--- config.mk ---
export PLATFORM = sky130hd
export DESIGN_NAME = fully_associative_tlb_lru
export DESIGN_NICKNAME = d
export VERILOG_FILES = /design/src/fatlb_pkg.sv /design/src/fatlb_in_reg.sv /design/src/fatlb_array.sv /design/src/fully_associative_tlb_lru.sv
export SDC_FILE = /design/constraint.sdc
export NUM_CORES = 2
export LEC_CHECK = 0
export ABC_AREA = 1
export BUFFER_PORTS_ARGS = -buffer_cell sky130_fd_sc_hd__buf_4
export CAP_MARGIN = 25
export CELL_PAD_IN_SITES_DETAIL_PLACEMENT = 0
export CELL_PAD_IN_SITES_GLOBAL_PLACEMENT = 1
export CORE_UTILIZATION = 46
export DETAILED_ROUTE_END_ITERATION = 7
export PLACE_DENSITY = 0.85
export SYNTH_ARGS = -nofsm -noshare
export SYNTH_HDL_FRONTEND = slang
export SYNTH_SLANG_ARGS = --single-unit
--- constraint.sdc ---
create_clock -name clk_i -period 4.16 [get_ports clk_i]
set_input_delay 0.832 -clock clk_i [delete_from_list [all_inputs] [get_ports clk_i]]
set_output_delay 0.832 -clock clk_i [all_outputs]
set_load 0.01 [all_outputs]
--- src/fatlb_pkg.sv ---
`timescale 1ns / 1ps
// ----------------------------------------------------------------------------
// fatlb_pkg
// Shared types and constants of the fully associative translation buffer.
// ----------------------------------------------------------------------------
package fatlb_pkg;

  localparam int ENTRIES_DEF    = 16;
  localparam int PAGE_BITS_DEF  = 20;
  localparam int FRAME_BITS_DEF = 20;

  localparam int          CAP_W     = 5;
  localparam int          FRAME_O_W = 20;
  localparam logic [4:0]  CAP_RESET = 5'd16;

  typedef enum logic [1:0] {
    MODE_LOOKUP = 2'd0,
    MODE_UPDATE = 2'd1,
    MODE_DELETE = 2'd2,
    MODE_FLUSH  = 2'd3
  } fatlb_mode_e;

  typedef struct packed {
    logic                 hit;
    logic [FRAME_O_W-1:0] frame_out;
    logic                 evicted;
  } fatlb_result_t;

endpackage

--- src/fatlb_in_reg.sv ---
`timescale 1ns / 1ps
// ----------------------------------------------------------------------------
// fatlb_in_reg
// Input register: captures one item and holds it until the array takes it.
// ----------------------------------------------------------------------------
module fatlb_in_reg import fatlb_pkg::*; #(
  parameter int PAGE_BITS  = PAGE_BITS_DEF,
  parameter int FRAME_BITS = FRAME_BITS_DEF
) (
  input  logic                  clk_i,
  input  logic                  rst_ni,
  input  logic                  in_valid_i,
  output logic                  in_stall_o,
  input  logic [1:0]            mode_i,
  input  logic [PAGE_BITS-1:0]  page_number_i,
  input  logic [FRAME_BITS-1:0] frame_number_i,
  input  logic                  perm_read_i,
  input  logic                  perm_write_i,
  input  logic                  perm_execute_i,
  input  logic                  take_i,
  output logic                  valid_o,
  output fatlb_mode_e           mode_o,
  output logic [PAGE_BITS-1:0]  page_o,
  output logic [FRAME_BITS-1:0] frame_o,
  output logic [2:0]            perms_o
);

  logic                  valid_q;
  fatlb_mode_e           mode_q;
  logic [PAGE_BITS-1:0]  page_q;
  logic [FRAME_BITS-1:0] frame_q;
  logic [2:0]            perms_q;
  logic                  load;

  // hold while an item sits here that the array cannot take
  assign in_stall_o = valid_q && !take_i;
  assign load       = in_valid_i && !in_stall_o;

  always_ff @(posedge clk_i or negedge rst_ni) begin
    if (!rst_ni) begin
      valid_q <= 1'b0;
    end else if (!in_stall_o) begin
      valid_q <= in_valid_i;
    end
  end

  always_ff @(posedge clk_i) begin
    if (load) begin
      mode_q  <= fatlb_mode_e'(mode_i);
      page_q  <= page_number_i;
      frame_q <= frame_number_i;
      perms_q <= {perm_read_i, perm_write_i, perm_execute_i};
    end
  end

  assign valid_o = valid_q;
  assign mode_o  = mode_q;
  assign page_o  = page_q;
  assign frame_o = frame_q;
  assign perms_o = perms_q;

endmodule

--- src/fatlb_array.sv ---
`timescale 1ns / 1ps
// ----------------------------------------------------------------------------
// fatlb_array
// Entry storage with parallel tag compare and rank based LRU replacement.
// ----------------------------------------------------------------------------
module fatlb_array import fatlb_pkg::*; #(
  parameter int ENTRIES    = ENTRIES_DEF,
  parameter int PAGE_BITS  = PAGE_BITS_DEF,
  parameter int FRAME_BITS = FRAME_BITS_DEF
) (
  input  logic                  clk_i,
  input  logic                  rst_ni,
  input  logic                  en_i,
  input  fatlb_mode_e           mode_i,
  input  logic [PAGE_BITS-1:0]  page_i,
  input  logic [FRAME_BITS-1:0] frame_i,
  input  logic [2:0]            perms_i,
  input  logic [CAP_W-1:0]      capacity_i,
  output fatlb_result_t         result_o
);

  localparam int RW = $clog2(ENTRIES);
  localparam int CW = $clog2(ENTRIES + 1);
  localparam int XW = (CW > CAP_W) ? CW : CAP_W;

  logic [ENTRIES-1:0]    valid_q, valid_d;
  logic [RW-1:0]         rank_q [ENTRIES];
  logic [RW-1:0]         rank_d [ENTRIES];
  logic [PAGE_BITS-1:0]  page_q [ENTRIES];
  logic [FRAME_BITS-1:0] frame_q [ENTRIES];
  logic [2:0]            perm_q [ENTRIES];
  logic [CW-1:0]         count_q, count_d;

  logic [ENTRIES-1:0]    match, lru, free_vec, free_first, ins_slot, wr_slot;
  logic                  hit_any, evict;
  logic [RW-1:0]         hit_rank, lru_rank;
  logic [FRAME_BITS-1:0] hit_frame;
  logic [FRAME_O_W-1:0]  hit_frame_o;
  logic [XW-1:0]         cap_x, cap_eff, count_x;

  // effective capacity: zero acts as one, saturate at the table size
  always_comb begin
    cap_x   = XW'(capacity_i);
    count_x = XW'(count_q);
    if (cap_x == '0) begin
      cap_eff = XW'(1);
    end else if (cap_x > XW'(ENTRIES)) begin
      cap_eff = XW'(ENTRIES);
    end else begin
      cap_eff = cap_x;
    end
  end

  // valid ranks are distinct 0..count-1, so the LRU entry holds count-1
  assign lru_rank = RW'(count_q - 1'b1);

  always_comb begin
    hit_rank  = '0;
    hit_frame = '0;
    for (int i = 0; i < ENTRIES; i++) begin
      match[i] = valid_q[i] && (page_q[i] == page_i);
      lru[i]   = valid_q[i] && (rank_q[i] == lru_rank);
      hit_rank  = hit_rank  | (match[i] ? rank_q[i]  : '0);
      hit_frame = hit_frame | (match[i] ? frame_q[i] : '0);
    end
  end

  assign hit_any    = |match;
  assign free_vec   = ~valid_q;
  assign free_first = free_vec & (~free_vec + 1'b1);
  assign evict      = !hit_any && (count_x >= cap_eff);
  assign ins_slot   = evict ? lru : free_first;
  assign wr_slot    = hit_any ? match : ins_slot;

  generate
    if (FRAME_BITS >= FRAME_O_W) begin : g_frame_trunc
      assign hit_frame_o = hit_frame[FRAME_O_W-1:0];
    end else begin : g_frame_ext
      assign hit_frame_o = {{(FRAME_O_W-FRAME_BITS){1'b0}}, hit_frame};
    end
  endgenerate

  always_comb begin
    valid_d = valid_q;
    rank_d  = rank_q;
    count_d = count_q;
    unique case (mode_i) inside
      MODE_LOOKUP, MODE_UPDATE: begin
        if (hit_any) begin
          // promote the hit entry, age those that were more recent
          for (int i = 0; i < ENTRIES; i++) begin
            if (match[i]) begin
              rank_d[i] = '0;
            end else if (valid_q[i] && (rank_q[i] < hit_rank)) begin
              rank_d[i] = rank_q[i] + 1'b1;
            end
          end
        end else if (mode_i == MODE_UPDATE) begin
          for (int i = 0; i < ENTRIES; i++) begin
            if (ins_slot[i]) begin
              valid_d[i] = 1'b1;
              rank_d[i]  = '0;
            end else if (valid_q[i]) begin
              rank_d[i] = rank_q[i] + 1'b1;
            end
          end
          if (!evict) begin
            count_d = count_q + 1'b1;
          end
        end
      end
      MODE_DELETE: begin
        if (hit_any) begin
          for (int i = 0; i < ENTRIES; i++) begin
            if (match[i]) begin
              valid_d[i] = 1'b0;
              rank_d[i]  = '0;
            end else if (valid_q[i] && (rank_q[i] > hit_rank)) begin
              rank_d[i] = rank_q[i] - 1'b1;
            end
          end
          count_d = count_q - 1'b1;
        end
      end
      MODE_FLUSH: begin
        valid_d = '0;
        count_d = '0;
        for (int i = 0; i < ENTRIES; i++) begin
          rank_d[i] = '0;
        end
      end
    endcase
  end

  always_ff @(posedge clk_i or negedge rst_ni) begin
    if (!rst_ni) begin
      valid_q <= '0;
      count_q <= '0;
      for (int i = 0; i < ENTRIES; i++) begin
        rank_q[i] <= '0;
      end
    end else if (en_i) begin
      valid_q <= valid_d;
      count_q <= count_d;
      rank_q  <= rank_d;
    end
  end

  always_ff @(posedge clk_i) begin
    if (en_i && (mode_i == MODE_UPDATE)) begin
      for (int i = 0; i < ENTRIES; i++) begin
        if (wr_slot[i]) begin
          frame_q[i] <= frame_i;
          perm_q[i]  <= perms_i;
          if (!hit_any) begin
            page_q[i] <= page_i;
          end
        end
      end
    end
  end

  always_comb begin
    result_o.hit       = (mode_i == MODE_LOOKUP) && hit_any;
    result_o.frame_out = result_o.hit ? hit_frame_o : '0;
    result_o.evicted   = (mode_i == MODE_UPDATE) && evict;
  end

endmodule

--- src/fully_associative_tlb_lru.sv ---
`timescale 1ns / 1ps
// Pipeline: an accepted item sits in the input register, and its result is
// registered in the result register (tag compare and LRU update between). Throughput:
// one item per cycle while out_stall_i does not hold a full result register; the entry
// state is updated at the same edge that registers the result, so the next item sees it.
// Reset: all entries invalid, ranks zero, capacity 16; no clearing pass.
// ----------------------------------------------------------------------------
// fully_associative_tlb_lru
// Fully associative translation buffer with least-recently-used replacement.
// ----------------------------------------------------------------------------
module fully_associative_tlb_lru import fatlb_pkg::*; #(
  parameter int ENTRIES    = ENTRIES_DEF,
  parameter int PAGE_BITS  = PAGE_BITS_DEF,
  parameter int FRAME_BITS = FRAME_BITS_DEF
) (
  input  logic                  clk_i,
  input  logic                  rst_ni,
  input  logic                  cfg_we_i,
  input  logic [CAP_W-1:0]      cfg_wdata_i,
  input  logic                  in_valid_i,
  output logic                  in_stall_o,
  input  logic [1:0]            mode_i,
  input  logic [PAGE_BITS-1:0]  page_number_i,
  input  logic [FRAME_BITS-1:0] frame_number_i,
  input  logic                  perm_read_i,
  input  logic                  perm_write_i,
  input  logic                  perm_execute_i,
  output logic                  out_valid_o,
  input  logic                  out_stall_i,
  output logic                  hit_o,
  output logic [FRAME_O_W-1:0]  frame_out_o,
  output logic                  evicted_o
);

  logic [CAP_W-1:0]      cap_q;
  logic                  op_valid, advance;
  fatlb_mode_e           op_mode;
  logic [PAGE_BITS-1:0]  op_page;
  logic [FRAME_BITS-1:0] op_frame;
  logic [2:0]            op_perms;
  fatlb_result_t         result, result_q;
  logic                  out_valid_q;

  always_ff @(posedge clk_i or negedge rst_ni) begin
    if (!rst_ni) begin
      cap_q <= CAP_RESET;
    end else if (cfg_we_i) begin
      cap_q <= cfg_wdata_i;
    end
  end

  // advance when the result register is free or drains this cycle
  assign advance = op_valid && (!out_valid_q || !out_stall_i);

  fatlb_in_reg #(
    .PAGE_BITS  (PAGE_BITS),
    .FRAME_BITS (FRAME_BITS)
  ) u_in_reg (
    .clk_i          (clk_i),
    .rst_ni         (rst_ni),
    .in_valid_i     (in_valid_i),
    .in_stall_o     (in_stall_o),
    .mode_i         (mode_i),
    .page_number_i  (page_number_i),
    .frame_number_i (frame_number_i),
    .perm_read_i    (perm_read_i),
    .perm_write_i   (perm_write_i),
    .perm_execute_i (perm_execute_i),
    .take_i         (advance),
    .valid_o        (op_valid),
    .mode_o         (op_mode),
    .page_o         (op_page),
    .frame_o        (op_frame),
    .perms_o        (op_perms)
  );

  fatlb_array #(
    .ENTRIES    (ENTRIES),
    .PAGE_BITS  (PAGE_BITS),
    .FRAME_BITS (FRAME_BITS)
  ) u_array (
    .clk_i      (clk_i),
    .rst_ni     (rst_ni),
    .en_i       (advance),
    .mode_i     (op_mode),
    .page_i     (op_page),
    .frame_i    (op_frame),
    .perms_i    (op_perms),
    .capacity_i (cap_q),
    .result_o   (result)
  );

  always_ff @(posedge clk_i or negedge rst_ni) begin
    if (!rst_ni) begin
      out_valid_q <= 1'b0;
    end else if (advance) begin
      out_valid_q <= 1'b1;
    end else if (!out_stall_i) begin
      out_valid_q <= 1'b0;
    end
  end

  always_ff @(posedge clk_i) begin
    if (advance) begin
      result_q <= result;
    end
  end

  assign out_valid_o = out_valid_q;
  assign hit_o       = result_q.hit;
  assign frame_out_o = result_q.frame_out;
  assign evicted_o   = result_q.evicted;

endmodule
==> flow_metrics.env <==
export IMPL_outcome="finished, final reports clean"
export IMPL_ir_worst_vdd_uv=424.1
export IMPL_vias=29310
export IMPL_grt_pass1_wl_mm=173.1
export IMPL_gp_congestion=0.9629
export IMPL_path_max_fanout=20
export IMPL_firstDrtPassIters=8
export IMPL_worst_path_buf_inv=3
export IMPL_die_y_um=293.3
export IMPL_clockRootBuffer="clkbuf_16"
export IMPL_io_buffers=75
export IMPL_synth_warnings=0
export IMPL_grt_pass1_vias=27690
export IMPL_tightestPinTransition_ns=0.8718
export IMPL_hp_class="input pin to async pin"
export IMPL_async_flop_share_pct=11.56
export IMPL_crit_path_cell_trace="nand2_1 -> nor3_1 -> buf_4 -> nand2_1 -> nor2_1 -> nand2_1 -> nor2_1 -> nand2_1 -> nor2_1 -> nand2_1 -> nor2_1 -> nand2_1 -> nand3_1 -> nand2_1 -> nor2_4 -> nand2_1 -> inv_1 -> buf_12"
export IMPL_cts_tree="yes"
export IMPL_finalNetCount=4134
export IMPL_slew_violations=0
export IMPL_comb_power_share_pct=23.0
export IMPL_max_cap_violations=0
export IMPL_rsz0062_at_grt="false"
export IMPL_syn_avg_cell_area_um2=10.21
export IMPL_synth_main_ff_cell="edfxtp_1"
export IMPL_clkSinkCount=796
export IMPL_routed_wl_mm=116.5
export IMPL_clock_path_buffers=3
export IMPL_synthesis_area_um2=39040
export IMPL_p_sw_uw=7529
export IMPL_worstPathArrival_ns=4.39
export IMPL_track_usage_pct=27.02
export IMPL_synth_edf_count=704
export IMPL_startpoint_type="register"
export IMPL_path_delay_family="simple AND/OR/NAND/NOR gates"
export IMPL_hold_violations=0
export IMPL_clock_latency_ns=0.66
export IMPL_path_class="register to register"
export IMPL_dieArea_um2=86050
export IMPL_clkPwrFrac_pct=32.2
export IMPL_fin_skew_ns=0.04700
export IMPL_core_area_um2=83820
export IMPL_power_internal_uw=15150
export IMPL_tns_ns=0
export IMPL_ant_nets=0
export IMPL_clk_pin_slew_worst_paths_ns=0.07
export IMPL_drive_gt1_share_pct=12.11
export IMPL_grt_overflow_total=0
export IMPL_cts_buffers=84
export IMPL_cp_slowest_cell="dfrtp_1"
export IMPL_cts_hold_buf=0
export IMPL_antenna_cells=0
export IMPL_drc=0
export IMPL_required_ns=4.48
export IMPL_rows=106
export IMPL_pwr_share_seq_pct=44.8
export IMPL_slew_headroom_pct=41.88
export IMPL_max_stage_delay_ns=0.66
export IMPL_fmax_mhz=246.0
export IMPL_min_period_ns=4.065
export IMPL_grt_start_max_net_pins=60
export IMPL_io_pins=79
export IMPL_leakage_uw=0.01806
export IMPL_htreeDepth=3
export IMPL_area_growth_pct=14.38
export IMPL_dieWidth_um=293.3
export IMPL_synth_nets=3965
export IMPL_ys_seq_elements=796
export IMPL_synth_cell_type_count=60
export IMPL_crit_path_end_kind="register"
export IMPL_switching_share_pct=33.21
export IMPL_fin_crit_sh_pct=97.72
export IMPL_avgRoutedWirePerCell_um=22.41
export IMPL_first_iter_violations=3211
export IMPL_p_per_area_nw_per_um2=507.8
export IMPL_netlist_instances=3823
export IMPL_via_per_inst=5.639
export IMPL_setup_violations=0
export IMPL_dp_hpwl_mm=74.41
export IMPL_antenna_found_initial=1
export IMPL_synth_seq_area_share_pct=60.04
export IMPL_initial_core_util_pct=46.58
export IMPL_power_uw=22680
export IMPL_cp_common_cell="nand2_1"
## cell usage after synthesis (62+ instances only)
| master | instances | area share, % |
|---|---|---|
| edfxtp_1 | 704 | 54 |
| dfrtp_1 | 91 | 5.8 |
| xor2_1 | 62 | 1.4 |
| a221oi_1 | 84 | 1.9 |
| nor2_1 | 271 | 2.6 |
| nand3_1 | 216 | 2.8 |
| a22o_1 | 80 | 1.8 |
| o21ai_1 | 68 | 0.87 |
| inv_1 | 392 | 3.8 |
| ha_1 | 87 | 2.8 |
| o21ai_0 | 88 | 1.1 |
| xnor2_1 | 73 | 1.6 |
| clkbuf_1 | 74 | 0.71 |
| nand2_1 | 1102 | 11 |
## path summary, 6_finish.rpt
| path | end | slack, ns | start | depth (start not counted) |
|---|---|---|---|---|
| min in group clk_i | u_in_reg.frame_o[5] | 0.34 | frame_number_i[5] | 1 |
| hold / removal | u_array.valid_q[13] | 0.30 | rst_ni | 1 |
| hold reg to reg | out_valid_o | 0.47 | u_in_reg.valid_o | 2 |
| setup reg to reg | u_array.page_q[3][71] | 0.09 | u_array.valid_q[1] | 18 |
| setup / recovery | u_array.page_q[3][71] | 0.09 | u_array.valid_q[1] | 18 |
| max in group asynchronous | u_array.rank_q[28] | 3.00 | rst_ni | 2 |
## stage by stage
step	instances	hold slack [ns]	cell area [µm²]	worst slack, ns	util (%)
after global placement	5038	0.4524	41900	0.1170	49.98
after floorplan	3823	0.4440	39120	0.01508	-
after detailed placement	5038	0.4626	41900	0.08579	49.98
after CTS	5195	0.3219	44570	0.02716	53.17
final	5197	0.3001	44660	0.09483	53.28
after global routing	5197	0.3221	44660	0.0009073	53.28
## cell usage in the layout, fill, tap and decap left out, drive strengths merged, types with 4 or more instances in the layout
master	n
a21oi	47
a221oi	84
a22o	80
a22oi	4
a31oi	9
a41oi	20
buf	228
clkbuf	105
clkinv	39
dfrtp	91
edfxtp	704
ha	87
inv	423
nand2	1137
nand3	233
nand4	38
nor2	283
nor3	11
nor4	12
o2111ai	13
o211ai	16
o21ai	167
o21bai	19
o221ai	6
o22ai	45
or2	10
xnor2	73
xor2	62
## state kept, by name, summed over array words and instances, names as in the netlist
signal and count:
cap_q 5, evicted_o 1, frame_out_o 20, hit_o 1, out_valid_o 1, u_array.count_q 5, u_array.frame_q 320, u_array.page_q 320
u_array.rank_q 64, u_array.valid_q 16, u_in_reg.frame_o 20, u_in_reg.mode_o 2, u_in_reg.page_o 20, u_in_reg.valid_o 1
## cells by family (layout without fill, tap and decap cells)
logic type                 Yosys count  in the layout  synth area share, %
AOI/OAI and AO/OA                  515            515                9.508
xor gates and xnor gates           135            135                3.028
adders and majority gates           87             87                2.788
buffers and inverters              561            801                6.095
DFF                                796            796                60.04
muxes                                1              1              0.02884
and+or+nand+nor                   1728           1728                18.51
## repair_timing
action,4_1_cts,5_1_grt
endpoints found under the setup margin,0,85
resized for setup,0,31
buffers inserted,0,2
## cell type report
cell class	count	area [µm²]
tap	1134	1419
clock inverter	52	461.7
multi-input combinational	2466	13350
timing repair buffer	228	2166
inverter	416	1610
sequential	796	23440
fill	7299	39160
clock buffer	105	2212
## layer usage
metal | GRT usage, % | wire [µm] | vias to the layer above
met5 | 0 | 17 | -
met3 | 3.676 | 10680 | 223
li1 | - | - | 13480
met2 | 42.72 | 53410 | 1483
met4 | 9.680 | 3677 | 2
met1 | 38.13 | 48700 | 14120
## power by group through the flow
stage	Clock (µW)	Sequential, µW	Combinational [µW]
floorplan	0	9780	3950
global placement	0	10300	5020
detailed placement	0	10300	5100
CTS	7390	10100	5130
global route	7700	10200	5850
finish	7300	10200	5220
(Power assumes the default switching activity.)
